[config.mk]
export PLATFORM = sky130hd
export DESIGN_NAME = differential_drive_controller
export DESIGN_NICKNAME = d
export VERILOG_FILES = /design/src/design/ddc_pkg.sv /design/src/design/differential_drive_controller.sv /design/src/design/ddc_absdiff.sv
export VERILOG_INCLUDE_DIRS = /design/src /design/src/design
export SDC_FILE = /design/constraint.sdc
export NUM_CORES = 2
export LEC_CHECK = 0
export BUFFER_PORTS_ARGS = -buffer_cell sky130_fd_sc_hd__buf_4
export CORE_ASPECT_RATIO = 0.8
export CORE_MARGIN = 2
export CORE_UTILIZATION = 60
export DETAILED_ROUTE_END_ITERATION = 16
export GPL_TIMING_DRIVEN = 0
export PLACE_DENSITY = 0.75
export SLEW_MARGIN = 20
export SYNTH_ARGS = -nofsm -noshare
export SYNTH_HDL_FRONTEND = slang
export SYNTH_SLANG_ARGS = --single-unit
[constraint.sdc]
create_clock -name clk -period 11.9 [get_ports clk]
set_clock_uncertainty 0.1 [all_clocks]
set_input_delay 2.38 -clock clk [delete_from_list [all_inputs] [get_ports clk]]
set_output_delay 2.38 -clock clk [all_outputs]
set_load 0.005 [all_outputs]
[src/design/assert_macros.svh]
// ----------------------------------------------------------------------------
// Assertion macros
// Clocked property checks with reset qualification; compiled out when
// NO_ASSERTIONS is defined.
// ----------------------------------------------------------------------------
`ifndef ASSERT_MACROS_SVH
`define ASSERT_MACROS_SVH

`ifndef NO_ASSERTIONS

// property must hold at every clock edge outside reset
`define ASSERT_CLK(label, clk, rst_n, prop, msg) \
    label: assert property (@(posedge clk) disable iff (!rst_n) (prop)) else $error(msg);

// condition must never be true outside reset
`define ASSERT_NEVER(label, clk, rst_n, cond, msg) \
    label: assert property (@(posedge clk) disable iff (!rst_n) !(cond)) else $error(msg);

`else

`define ASSERT_CLK(label, clk, rst_n, prop, msg)
`define ASSERT_NEVER(label, clk, rst_n, cond, msg)

`endif

`endif

[src/design/ddc_pkg.sv]
// ----------------------------------------------------------------------------
// ddc_pkg
// Shared types, constants and helper functions of the differential drive
// controller.
// ----------------------------------------------------------------------------
`default_nettype none

package ddc_pkg;

    localparam int COUNT_W = 32;
    localparam int POS_W   = 31;
    localparam int GAIN_W  = 16;
    localparam int PROD_W  = POS_W + GAIN_W;      // 47
    localparam int MAG_W   = PROD_W - 8;          // Q8.8 product, integer part
    localparam int CFG_W   = 31;
    localparam int IN_W    = 64;
    localparam int OUT_W   = 72;

    localparam logic [POS_W-1:0] STOP_TOLERANCE = 31'd3;
    localparam logic [6:0]       MAX_BASE_SPEED = 7'd90;
    localparam logic [POS_W-1:0] MAX31          = 31'h7FFF_FFFF;

    typedef enum logic [1:0] {
        MODE_FWD        = 2'd0,
        MODE_REV        = 2'd1,
        MODE_TURN_LEFT  = 2'd2,
        MODE_TURN_RIGHT = 2'd3
    } mode_t;

    typedef enum logic [2:0] {
        REG_MODE       = 3'd0,
        REG_BASE_SPEED = 3'd1,
        REG_SYNC_GAIN  = 3'd2,
        REG_TURN_GAIN  = 3'd3,
        REG_GOAL_TICKS = 3'd4
    } cfg_index_t;

    typedef struct packed {
        logic [7:0] rr;
        logic [7:0] rf;
        logic [7:0] lr;
        logic [7:0] lf;
    } duty_set_t;

    // clamp a wide speed to 0..100; anything at or above 100 maps to full duty
    function automatic logic [6:0] sat_speed(input logic [MAG_W:0] x);
        if (x >= (MAG_W+1)'(100))
            return 7'd100;
        else
            return x[6:0];
    endfunction

    // 0 -> 0, >=100 -> 255, else 35 + s*220/100; /5 done as *13108 >> 16
    function automatic logic [7:0] speed_to_duty(input logic [6:0] s);
        logic [10:0] x;
        logic [24:0] q;
        x = 11'(s) * 11'd11;
        q = 25'(x) * 25'd13108;
        if (s == 7'd0)
            return 8'd0;
        else if (s >= 7'd100)
            return 8'd255;
        else
            return 8'd35 + q[23:16];
    endfunction

endpackage

`default_nettype wire

[src/design/differential_drive_controller.sv]
// ----------------------------------------------------------------------------
// differential_drive_controller
// Proportional wheel synchronization for a two-wheel drive: encoder counts in,
// four PWM duties plus status out, one result transaction per input.
// ----------------------------------------------------------------------------
// Usage:
//  - s_tdata carries one control tick: left count [31:0], right count [63:32],
//    both raw signed encoder counts. One result transaction comes out on m_*
//    for every input transaction, in order.
//  - Registers (mode, base_speed, sync_gain, turn_gain, goal_ticks) are
//    written through cfg_we/cfg_addr/cfg_data; the user must write them only
//    while idle, as the block does not enforce it; an unknown index is ignored.
//  - Each tick runs through a small sequencer that reuses one 31x16
//    multiplier and one absolute-difference unit. It steps through AVG,
//    DIST, MUL1, MUL2 and DUTY in straight modes, with TURN2 added in turn
//    modes (the turn modes need a second pass through the multiplier).
//    s_tready is high only while the sequencer is idle, so a new tick is
//    not accepted before the last one has been through.
//  - The result sits in an output register; if an earlier result is still
//    held and m_tready is low the sequencer waits in its last step and the
//    held duties are not touched until the result can be loaded.
//  - Reset clears the held duties and last counts, and loads the register
//    defaults: forward, base speed 30, both gains 1.0, goal 0.
// ----------------------------------------------------------------------------
`default_nettype none
`include "assert_macros.svh"

module differential_drive_controller (
    input  wire logic                         clk,
    input  wire logic                         rst_n,
    // config write port
    input  wire logic                         cfg_we,
    input  wire logic [2:0]                   cfg_addr,
    input  wire logic [ddc_pkg::CFG_W-1:0]    cfg_data,
    // input stream
    input  wire logic                         s_tvalid,
    output logic                              s_tready,
    // [31:0] left_count, [63:32] right_count
    input  wire logic [ddc_pkg::IN_W-1:0]     s_tdata,
    // output stream
    output logic                              m_tvalid,
    input  wire logic                         m_tready,
    // [7:0] left_fwd_duty, [15:8] left_rev_duty, [23:16] right_fwd_duty,
    // [31:24] right_rev_duty, [32] updated, [33] done_res,
    // [64:34] average_position, [71:65] zero
    output logic [ddc_pkg::OUT_W-1:0]         m_tdata
);

    localparam int POS_W  = ddc_pkg::POS_W;
    localparam int PROD_W = ddc_pkg::PROD_W;
    localparam int MAG_W  = ddc_pkg::MAG_W;

    // one-hot sequencer
    typedef enum logic [6:0] {
        ST_IDLE  = 7'b0000001,  // wait for a tick
        ST_AVG   = 7'b0000010,  // average, change detect
        ST_DIST  = 7'b0000100,  // first absdiff
        ST_MUL1  = 7'b0001000,  // first product, second absdiff, done
        ST_MUL2  = 7'b0010000,  // first speed(s), second product (turns)
        ST_TURN2 = 7'b0100000,  // right wheel speed in turns
        ST_DUTY  = 7'b1000000   // duty mapping, held update, output load
    } state_t;

    state_t state_reg, state_next;

    // config registers
    ddc_pkg::mode_t             mode_reg;
    logic [6:0]                 base_speed_reg;
    logic [ddc_pkg::GAIN_W-1:0] sync_gain_reg;
    logic [ddc_pkg::GAIN_W-1:0] turn_gain_reg;
    logic [POS_W-1:0]           goal_reg;

    // control/state registers
    logic                       out_valid_reg, out_valid_next;
    logic [POS_W-1:0]           last_left_reg, last_left_next;
    logic [POS_W-1:0]           last_right_reg, last_right_next;
    ddc_pkg::duty_set_t         held_reg, held_next;

    // working registers (no reset)
    logic [POS_W-1:0]           l_reg, l_next;
    logic [POS_W-1:0]           r_reg, r_next;
    logic [POS_W-1:0]           avg_reg, avg_next;
    logic                       changed_reg, changed_next;
    logic [POS_W-1:0]           a_reg, a_next;          // multiplier operand
    logic                       pos_a_reg, pos_a_next;  // r>l (straight) / goal>l (turn)
    logic                       pos_b_reg, pos_b_next;  // goal>r
    logic                       near_reg, near_next;
    logic                       done_reg, done_next;
    logic [PROD_W-1:0]          prod_reg, prod_next;
    logic [6:0]                 spd_l_reg, spd_l_next;
    logic [6:0]                 spd_r_reg, spd_r_next;
    logic [ddc_pkg::OUT_W-1:0]  out_data_reg, out_data_next;

    // shared units
    logic [POS_W-1:0]           ad_x, ad_y, ad_mag;
    logic                       ad_gt;
    logic [ddc_pkg::GAIN_W-1:0] mul_gain;
    logic [PROD_W-1:0]          mul_out;

    // misc comb
    logic                       is_turn;
    logic [ddc_pkg::COUNT_W-1:0] neg_left, neg_right;
    logic [ddc_pkg::COUNT_W-1:0] pos_sum;
    logic [MAG_W-1:0]           prod_mag;
    logic [6:0]                 base_clamped;
    logic [MAG_W:0]             straight_sum;
    logic                       fwd_l, fwd_r;
    logic [7:0]                 duty_l, duty_r;
    logic                       out_free;

    assign is_turn  = (mode_reg == ddc_pkg::MODE_TURN_LEFT) ||
                      (mode_reg == ddc_pkg::MODE_TURN_RIGHT);
    assign s_tready = (state_reg == ST_IDLE);
    assign m_tvalid = out_valid_reg;
    assign m_tdata  = out_data_reg;
    assign out_free = !out_valid_reg || m_tready;

    // absdiff operand select: first pass l against r (straight) or goal,
    // second pass goal against r
    always_comb
    begin
        if (state_reg == ST_DIST) begin
            ad_x = is_turn ? goal_reg : r_reg;
            ad_y = l_reg;
        end else begin
            ad_x = goal_reg;
            ad_y = r_reg;
        end
    end

    ddc_absdiff u_absdiff (
        .x   (ad_x),
        .y   (ad_y),
        .mag (ad_mag),
        .gt  (ad_gt)
    );

    // the one multiplier
    assign mul_gain = (state_reg == ST_MUL1 && !is_turn) ? sync_gain_reg : turn_gain_reg;
    assign mul_out  = {{(PROD_W-POS_W){1'b0}}, a_reg} *
                      {{(PROD_W-ddc_pkg::GAIN_W){1'b0}}, mul_gain};

    assign prod_mag     = prod_reg[PROD_W-1:8];   // Q8.8 -> integer, toward zero
    assign base_clamped = (base_speed_reg > ddc_pkg::MAX_BASE_SPEED) ?
                          ddc_pkg::MAX_BASE_SPEED : base_speed_reg;
    assign straight_sum = {{(MAG_W+1-7){1'b0}}, base_clamped} + {1'b0, prod_mag};

    // absolute counts; the most negative count saturates
    assign neg_left  = -s_tdata[31:0];
    assign neg_right = -s_tdata[63:32];
    assign pos_sum   = {1'b0, l_reg} + {1'b0, r_reg};

    // wheel directions
    always_comb
    begin
        case (mode_reg)
            ddc_pkg::MODE_FWD:
            begin
                fwd_l = 1'b1;
                fwd_r = 1'b1;
            end
            ddc_pkg::MODE_REV:
            begin
                fwd_l = 1'b0;
                fwd_r = 1'b0;
            end
            ddc_pkg::MODE_TURN_LEFT:
            begin
                fwd_l = !pos_a_reg;
                fwd_r = pos_b_reg;
            end
            ddc_pkg::MODE_TURN_RIGHT:
            begin
                fwd_l = pos_a_reg;
                fwd_r = !pos_b_reg;
            end
            default:
            begin
                fwd_l = 1'b1;
                fwd_r = 1'b1;
            end
        endcase
    end

    assign duty_l = ddc_pkg::speed_to_duty(spd_l_reg);
    assign duty_r = ddc_pkg::speed_to_duty(spd_r_reg);

    // sequencer
    always_comb
    begin
        state_next      = state_reg;
        out_valid_next  = out_valid_reg;
        last_left_next  = last_left_reg;
        last_right_next = last_right_reg;
        held_next       = held_reg;
        l_next          = l_reg;
        r_next          = r_reg;
        avg_next        = avg_reg;
        changed_next    = changed_reg;
        a_next          = a_reg;
        pos_a_next      = pos_a_reg;
        pos_b_next      = pos_b_reg;
        near_next       = near_reg;
        done_next       = done_reg;
        prod_next       = prod_reg;
        spd_l_next      = spd_l_reg;
        spd_r_next      = spd_r_reg;
        out_data_next   = out_data_reg;

        if (m_tready)
            out_valid_next = 1'b0;

        case (state_reg)
            ST_IDLE:
            begin
                if (s_tvalid) begin
                    l_next = s_tdata[31] ?
                             (neg_left[31] ? ddc_pkg::MAX31 : neg_left[POS_W-1:0]) :
                             s_tdata[POS_W-1:0];
                    r_next = s_tdata[63] ?
                             (neg_right[31] ? ddc_pkg::MAX31 : neg_right[POS_W-1:0]) :
                             s_tdata[32 +: POS_W];
                    state_next = ST_AVG;
                end
            end
            ST_AVG:
            begin
                avg_next     = pos_sum[POS_W:1];
                changed_next = (l_reg != last_left_reg) || (r_reg != last_right_reg);
                last_left_next  = l_reg;
                last_right_next = r_reg;
                state_next   = ST_DIST;
            end
            ST_DIST:
            begin
                a_next     = ad_mag;
                pos_a_next = ad_gt;
                near_next  = (ad_mag <= ddc_pkg::STOP_TOLERANCE);
                state_next = ST_MUL1;
            end
            ST_MUL1:
            begin
                prod_next  = mul_out;
                a_next     = ad_mag;    // |goal - r| for the right wheel
                pos_b_next = ad_gt;
                done_next  = is_turn ? (near_reg || (ad_mag <= ddc_pkg::STOP_TOLERANCE)) :
                                       (avg_reg >= goal_reg);
                state_next = ST_MUL2;
            end
            ST_MUL2:
            begin
                if (is_turn) begin
                    spd_l_next = ddc_pkg::sat_speed({1'b0, prod_mag});
                    prod_next  = mul_out;
                    state_next = ST_TURN2;
                end else begin
                    // correction goes to the lagging wheel
                    if (pos_a_reg) begin
                        spd_l_next = ddc_pkg::sat_speed(straight_sum);
                        spd_r_next = base_clamped;
                    end else begin
                        spd_l_next = base_clamped;
                        spd_r_next = ddc_pkg::sat_speed(straight_sum);
                    end
                    state_next = ST_DUTY;
                end
            end
            ST_TURN2:
            begin
                spd_r_next = ddc_pkg::sat_speed({1'b0, prod_mag});
                state_next = ST_DUTY;
            end
            ST_DUTY:
            begin
                if (out_free) begin
                    if (changed_reg) begin
                        held_next.lf = fwd_l ? duty_l : 8'd0;
                        held_next.lr = fwd_l ? 8'd0 : duty_l;
                        held_next.rf = fwd_r ? duty_r : 8'd0;
                        held_next.rr = fwd_r ? 8'd0 : duty_r;
                    end
                    if (done_reg)
                        held_next = '0;
                    out_data_next  = {7'd0, avg_reg, done_reg, changed_reg,
                                      held_next.rr, held_next.rf,
                                      held_next.lr, held_next.lf};
                    out_valid_next = 1'b1;
                    state_next     = ST_IDLE;
                end
            end
            default:
            begin
                state_next = ST_IDLE;
            end
        endcase
    end

    // control and architectural state
    always_ff @(posedge clk or negedge rst_n)
    begin
        if (!rst_n) begin
            state_reg      <= ST_IDLE;
            out_valid_reg  <= 1'b0;
            last_left_reg  <= '0;
            last_right_reg <= '0;
            held_reg       <= '0;
            mode_reg       <= ddc_pkg::MODE_FWD;
            base_speed_reg <= 7'd30;
            sync_gain_reg  <= 16'd256;
            turn_gain_reg  <= 16'd256;
            goal_reg       <= '0;
        end else begin
            state_reg      <= state_next;
            out_valid_reg  <= out_valid_next;
            last_left_reg  <= last_left_next;
            last_right_reg <= last_right_next;
            held_reg       <= held_next;
            if (cfg_we) begin
                case (cfg_addr)
                    ddc_pkg::REG_MODE:       mode_reg       <= ddc_pkg::mode_t'(cfg_data[1:0]);
                    ddc_pkg::REG_BASE_SPEED: base_speed_reg <= cfg_data[6:0];
                    ddc_pkg::REG_SYNC_GAIN:  sync_gain_reg  <= cfg_data[15:0];
                    ddc_pkg::REG_TURN_GAIN:  turn_gain_reg  <= cfg_data[15:0];
                    ddc_pkg::REG_GOAL_TICKS: goal_reg       <= cfg_data;
                    default:                 ;
                endcase
            end
        end
    end

    // working payload
    always_ff @(posedge clk)
    begin
        l_reg        <= l_next;
        r_reg        <= r_next;
        avg_reg      <= avg_next;
        changed_reg  <= changed_next;
        a_reg        <= a_next;
        pos_a_reg    <= pos_a_next;
        pos_b_reg    <= pos_b_next;
        near_reg     <= near_next;
        done_reg     <= done_next;
        prod_reg     <= prod_next;
        spd_l_reg    <= spd_l_next;
        spd_r_reg    <= spd_r_next;
        out_data_reg <= out_data_next;
    end

    // checks
    `ASSERT_CLK(a_done_zero_duty, clk, rst_n,
        (m_tvalid && m_tdata[33]) |-> (m_tdata[31:0] == 32'd0),
        "done result carries nonzero duty")
    `ASSERT_NEVER(a_wheel_both_dirs, clk, rst_n,
        m_tvalid && (((m_tdata[7:0] != 8'd0) && (m_tdata[15:8] != 8'd0)) ||
                     ((m_tdata[23:16] != 8'd0) && (m_tdata[31:24] != 8'd0))),
        "wheel driven forward and reverse at once")
    `ASSERT_CLK(a_held_only_in_duty, clk, rst_n,
        (state_reg != ST_DUTY) |=> $stable(held_reg),
        "held duties changed outside duty step")
    `ASSERT_CLK(a_result_from_duty, clk, rst_n,
        $rose(out_valid_reg) |-> $past(state_reg == ST_DUTY),
        "result raised without a finished tick")
    `ASSERT_CLK(a_busy_after_accept, clk, rst_n,
        (s_tvalid && s_tready) |=> (!s_tready && (state_reg == ST_AVG)),
        "sequencer did not start on accepted tick")

endmodule

`default_nettype wire

[src/design/ddc_absdiff.sv]
// ----------------------------------------------------------------------------
// ddc_absdiff
// Shared absolute-difference unit: |x - y| and x > y for 31-bit positions.
// ----------------------------------------------------------------------------
`default_nettype none

module ddc_absdiff (
    input  wire logic [ddc_pkg::POS_W-1:0] x,
    input  wire logic [ddc_pkg::POS_W-1:0] y,
    output logic      [ddc_pkg::POS_W-1:0] mag,
    output logic                           gt
);

    logic [ddc_pkg::POS_W:0] d;
    logic [ddc_pkg::POS_W:0] d_neg;

    always_comb
    begin
        d     = {1'b0, x} - {1'b0, y};
        d_neg = -d;
        gt    = !d[ddc_pkg::POS_W] && (d != '0);
        mag   = d[ddc_pkg::POS_W] ? d_neg[ddc_pkg::POS_W-1:0] : d[ddc_pkg::POS_W-1:0];
    end

endmodule

`default_nettype wire
# Word level (Yosys, flattened, before mapping)

Index checks and enable logic that the tools add are counted.
Widths: inputs -> output; s select.

Logic and storage cells: 134
Output and inout bits: 74
Bits of input ports: 103
Flip-flop bits (word level): 429

Reductions and logical operators: 29
Multiplexer cells: 39
$add $sub $neg: 8
Equal/unequal tests: 20
Multipliers: 5
$lt $le $gt $ge: 7

Operators with widths:

| kind                   | count |
|---|---|
| $mux 31                | 8 |
| $pmux 47 s2            | 1 |
| $mux 7                 | 10 |
| $mux 32                | 2 |
| $mux 8                 | 8 |
| $neg 32->32            | 2 |
| $ne 31x31->1           | 2 |
| $pmux 7 s7             | 1 |
| $mul 31x16->47         | 1 |
| $mux 47                | 1 |
| $mul 11x12->22 const B | 2 |
| $add 7x39->40          | 1 |
| $ge 40x7->1 const B    | 1 |
| $ge 39x7->1 const B    | 1 |
| $add 31x31->32         | 1 |
| $reduce_bool 32->1     | 1 |
| $sub 31x31->32         | 1 |
| $ge 31x31->1           | 1 |
| $le 31x2->1 const B    | 1 |
| $neg 31->31            | 1 |
| $mul 7x4->11 const B   | 2 |
| $reduce_and 2->1       | 10 |
| $add 6x8->8 const A    | 2 |
| $mux 16                | 1 |
| other kinds (26)       | 46 |

# Longest topological paths before layout

Depth after elaboration: 10
Mapped depth: 38
Gate-level depth less buffers: 38

# Cells and area by module

Synthesis repeated with hierarchy kept, for this count alone.

Cells, all modules: 4811
Area total of the unflattened synthesis: 44498.9 µm²

By module, submodules not included:

| module                        | sequential area each (µm²) | area an instance (µm²) | cells each | instances |
|---|---|---|---|---|
| differential_drive_controller | 11780.0                    | 42061.6                | 4436       | 1 |
| ddc_absdiff                   | 0.0                        | 2437.3                 | 375        | 1 |

# Least setup slack after synthesis

No wires, ideal clock.

Path kind: register to register
Start: register state_reg[4]
End: register prod_reg[46], data pin
Data arrival time: 8.465 ns
Library setup time: 0.260 ns
Clock period less this slack: 8.825 ns
Path buffers: 3
Required time: 11.540 ns
Cell stages (with the launch flop): 31
Path slack: 3.075 ns
Cells stage by stage: dfrtp_1 -> nor4_1 -> nand4_1 -> clkbuf_1 -> mux2_2 -> clkbuf_1 -> clkbuf_1 -> nand2_1 -> fa_1 -> inv_1 -> fa_1 -> fa_1 -> fa_1 -> inv_1 -> fa_1 -> inv_1 -> fa_1 -> ha_1 -> a21o_1 -> a21o_1 -> or3_1 -> a211o_1 -> o2111a_1 -> a21oi_1 -> o21ai_0 -> a21oi_1 -> o21ai_0 -> or4_1 -> a31o_2 -> a21oi_1 -> xnor2_1

Longest elaborated chain between the ends: 6
Elaborated cells between the ends (all ways): 7
Classes of those cells: 1 x mul; 2 x eq/ne; 3 x mux; 1 x reduce/logical

Ends and longest elaborated chain:

| what                   | RTL line                             | text |
|---|---|---|
| from (decl)            | differential_drive_controller.sv:64  | `state_t state_reg, state_next;` |
| from (signal assigned) | differential_drive_controller.sv:313 | `state_reg <= state_next;` |
| $eq 7x4->1 (*)         | differential_drive_controller.sv:139 | `assign mul_gain = (state_reg == ST_MUL1 && !is_turn) ? sync_gain_reg : turn_gain_reg;` |
| $logic_and 1x1->1 (*)  | differential_drive_controller.sv:139 |  |
| $mux 16 (*)            | differential_drive_controller.sv:139 |  |
| $mul 31x16->47 (*)     | differential_drive_controller.sv:140 | `assign mul_out = {{(PROD_W-POS_W){1'b0}}, a_reg} *` |
| named net mul_out[46]  | differential_drive_controller.sv:98  | `logic [PROD_W-1:0] mul_out;` |
| $mux 47                | differential_drive_controller.sv:252 | `if (is_turn) begin` |
| $pmux 47 s2 (*)        | differential_drive_controller.sv:213 | `case (state_reg)` |
| to (signal assigned)   | differential_drive_controller.sv:343 | `prod_reg <= prod_next;` |
| to (decl)              | differential_drive_controller.sv:89  | `logic [PROD_W-1:0] prod_reg, prod_next;` |

Mark *: on every way through the listed nets, which the timed path passes. The rest lies on a longest branch. The select of a mux whose other input is x is not followed.
A chain may end at the register's enable or synchronous reset.

# Final worst setup path

Ends and elaborated chain as after synthesis.

==> results.toml <==
[outcome]
status = "completed"

[clock_network]
worst_setup_hold_path_clk_slew_ns = 0.06
ctsLongestPathBuffers = 3
cts_hold_repair.buffers = 0
cts_h_tree_lvls = 2
tritoncts = "done"
clockRootBuffer = "sky130_fd_sc_hd__clkbuf_16"
clkSinkCount = 421
worst_skew_pair_latency_ns = 0.61
cts_inserted_buffers = 45

[global_routing]
global_route.usage.met1_pct = 47.0
gr-usage-all-layers_pct = 32.5
globalRouteOverflowTotal = 0
grt_pass1_vias = 34051
met2_global_route_usage_pct = 47.3
grt_first_pass_wirelength_um = 191000
globalRoute.busiestLayer = "met2"
grtUsageMet3_pct = 9.95
number_of_antenna_violations_at_the_first_check_in_global_routing = 12
grt_start_max_net_pins = 95

[worst_hold_path]
whs_endpoint = "m_tdata[34]"
worstHoldStart = "avg_reg[0]"
hp-class = "register to register"
hold-path-cell-count = 0

[routing]
number_of_design_rule_violations_left_by_the_first_detailed_router_iteration = 3113
postRouteAntennaNets = 0
vias = 34731
remaining_drc_errors = 0
totalWireLength_um = 122000
drt_pass1_iterations = 6
wl_per_cell_um = 20.4
route.detailed.vias_per_inst = 5.81

[critical_path]
reg2reg_to = "prod_reg[46]"
r2r-start = "state_reg[4]"
critical_path_peak_fanout = 10
crit_type = "register to register"
path_delay_family = "adder cells"
path_common_cell = "sky130_fd_sc_hd__fa_1"
start_kind = "register"
critPathBufInv = 6
timing.critical_path.slowest_cell_delay_ns = 0.68
timing.reg2reg.setup_slack_ns = 0.54
timing.critical_path.arrival_ns = 11.57
kind_of_capture_point_of_the_worst_setup_path = "register"
ff2ff_path_depth = 30
timing.critical_path.slowest_stage_cell = "sky130_fd_sc_hd__nor4_1"
cp_data_required_time_ns = 12.10

[cells_and_area]
area_growth_pct = 9.50
fin_nets = 5889
post_route_cell_area_um2 = 48700
number_of_flip_flops_in_the_largest_register = 65
final.fill_count = 5896
fraction_of_layout_cells_with_a_size_suffix_above_1_pct = 8.02

[timing]
finalCritPeriodShare_pct = 95.5
timing_max_transition_violations_final = 0
count_of_final_hold_check_violations = 0
max_slew.worst_pin.slew_ns = 1.05
min_period_ns = 11.36
relSlewSlack_pct = 29.9
setup-tns-final_ns = 0
setup_repair_after_global_routing_missed_its_margin = "no"
fmaxAchievable_ghz = 0.0880
final-setup-viol-count = 0

[yosys]
synth_cells = 4704
synth.ff_latch_count = 421
synth_warnings = 0
netlist-cell-type-count = 102
leading_register_cell_type_out_of_synthesis = "sky130_fd_sc_hd__edfxtp_1"
syn_avg_cell_area_um2 = 9.46
synth-edff-count = 247
synth_sequential_area_ratio_pct = 26.5
synth.cell_area_um2 = 44500
proportion_of_register_bits_with_asynchronous_set_or_reset_after_synthesis_pct = 41.3

[placement]
io_buffer_count = 168
dpl_cell_area_um2 = 47200
detailed_place_hpwl_um = 99200
routability_congestion_estimate = 0.989

[floorplan]
die-width_um = 309
core_region_area_um2 = 73600
core.rowCount = 89
initial_standard_cell_utilization_of_the_core_pct = 60.5
die_h_um = 248
boundaryPins = 177
design.die.area_um2 = 76400

[flow_run]
maxCapViolations = 0
[logic make-up after synthesis]
logic type | Yosys count | share of synthesized area, %
AO/OA/AOI/OAI | 648 | 9.66
adder cells (fa/ha/maj) | 853 | 31.9
XOR/XNOR | 293 | 5.78
buffers and inverters | 829 | 7.19
other | 1 | 0.00842
flip-flops | 421 | 26.5
AND/OR/NAND/NOR | 1560 | 16.6
multiplexers | 99 | 2.39
[per-layer routing]
layer  wire length [µm]  share of wire [%]  up-vias
li1                   -                  -    15985
met1              52600                 43    16951
met2              51600                 42     1532
met3              14200                 12      243
met4               3440                2.8       20
met5                271               0.22        -
[worst max path at each step]
stage	cells past startpoint	slack [ns]	start	end
after floorplan	30	3.08	state_reg[4]	prod_reg[46]
after global placement	30	0.30	state_reg[4]	prod_reg[46]
after detailed placement	30	0.16	state_reg[4]	prod_reg[46]
after CTS	30	0.13	state_reg[4]	prod_reg[46]
after global routing	30	0.18	state_reg[4]	prod_reg[46]
final	30	0.54	state_reg[4]	prod_reg[46]
[placed cells by master (no fill, tap or decap), types with 25 or more instances in the layout]
| master | instances |
|---|---|
| sky130_fd_sc_hd__nand2_1 | 776 |
| sky130_fd_sc_hd__inv_1 | 646 |
| sky130_fd_sc_hd__fa_1 | 470 |
| sky130_fd_sc_hd__ha_1 | 381 |
| sky130_fd_sc_hd__edfxtp_1 | 247 |
| sky130_fd_sc_hd__nor2_1 | 186 |
| sky130_fd_sc_hd__buf_4 | 179 |
| sky130_fd_sc_hd__xnor2_1 | 173 |
| sky130_fd_sc_hd__dfrtp_1 | 167 |
| sky130_fd_sc_hd__clkbuf_1 | 166 |
| sky130_fd_sc_hd__o21ai_0 | 164 |
| sky130_fd_sc_hd__a21oi_1 | 139 |
| sky130_fd_sc_hd__nor2b_1 | 121 |
| sky130_fd_sc_hd__and2_1 | 120 |
| sky130_fd_sc_hd__xor2_1 | 119 |
| sky130_fd_sc_hd__a21o_1 | 63 |
| sky130_fd_sc_hd__nor3_1 | 62 |
| sky130_fd_sc_hd__mux2_2 | 58 |
| sky130_fd_sc_hd__nand3_1 | 52 |
| sky130_fd_sc_hd__clkbuf_16 | 46 |
| sky130_fd_sc_hd__nand4_1 | 41 |
| sky130_fd_sc_hd__mux2i_1 | 41 |
| sky130_fd_sc_hd__nor4_1 | 29 |
| sky130_fd_sc_hd__o31ai_1 | 29 |
| sky130_fd_sc_hd__and3_1 | 27 |
| sky130_fd_sc_hd__nand2b_1 | 26 |
| sky130_fd_sc_hd__a31oi_1 | 26 |
| sky130_fd_sc_hd__o21a_1 | 25 |
| sky130_fd_sc_hd__or3_1 | 25 |
[stage by stage]
stage               utilization, %  hold slack (ns)  std cells  setup WS [ns]
detailed placement            64.1            0.354       5886          0.163
global route                  66.2            0.385       5973          0.180
finish                        66.2            0.369       5974          0.537
CTS                           66.2            0.369       5970          0.132
global placement              63.9            0.358       5879          0.303
floorplan                        -            0.326       4710           3.08
[layout make-up]
class	instances	area, µm²	area share [%]
Timing Repair Buffer	178	1430	2.92
Buffer	181	771	1.58
Inverter	648	2430	4.99
Tap cell	1001	1250	2.57
Sequential cell	421	11800	24.2
Antenna cell	1	2.50	0.00513
Clock inverter	26	283	0.580
Multi-Input combinational cell	3460	29600	60.7
Clock buffer	58	1230	2.52
[cells in the mapped netlist (all sizes together) (25+ instances only)]
library cell	number	area, µm²
nor3	63	315
clkbuf	160	611
mux2i	41	410
mux2	58	653
fa	470	9410
nand3	52	260
o21a	25	188
dfrtp	167	4180
a21oi	139	696
nand2b	26	163
xor2	119	1040
o21ai	166	831
nand2	777	2920
a21o	63	473
nor2b	121	757
nor4	30	203
a31oi	26	163
xnor2	174	1530
nor2	186	698
o31ai	30	239
or3	25	156
edfxtp	247	7420
inv	647	2430
and2	123	771
and3	27	169
ha	381	4770
nand4	41	257
[timing repair]
item	4_1_cts	5_1_grt
setup buffers	0	3
gates resized for setup	0	2
setup endpoints to repair	0	5
Power is not shown: default switching activity piles up to over one toggle a cycle in this logic, so the estimate is an artifact.
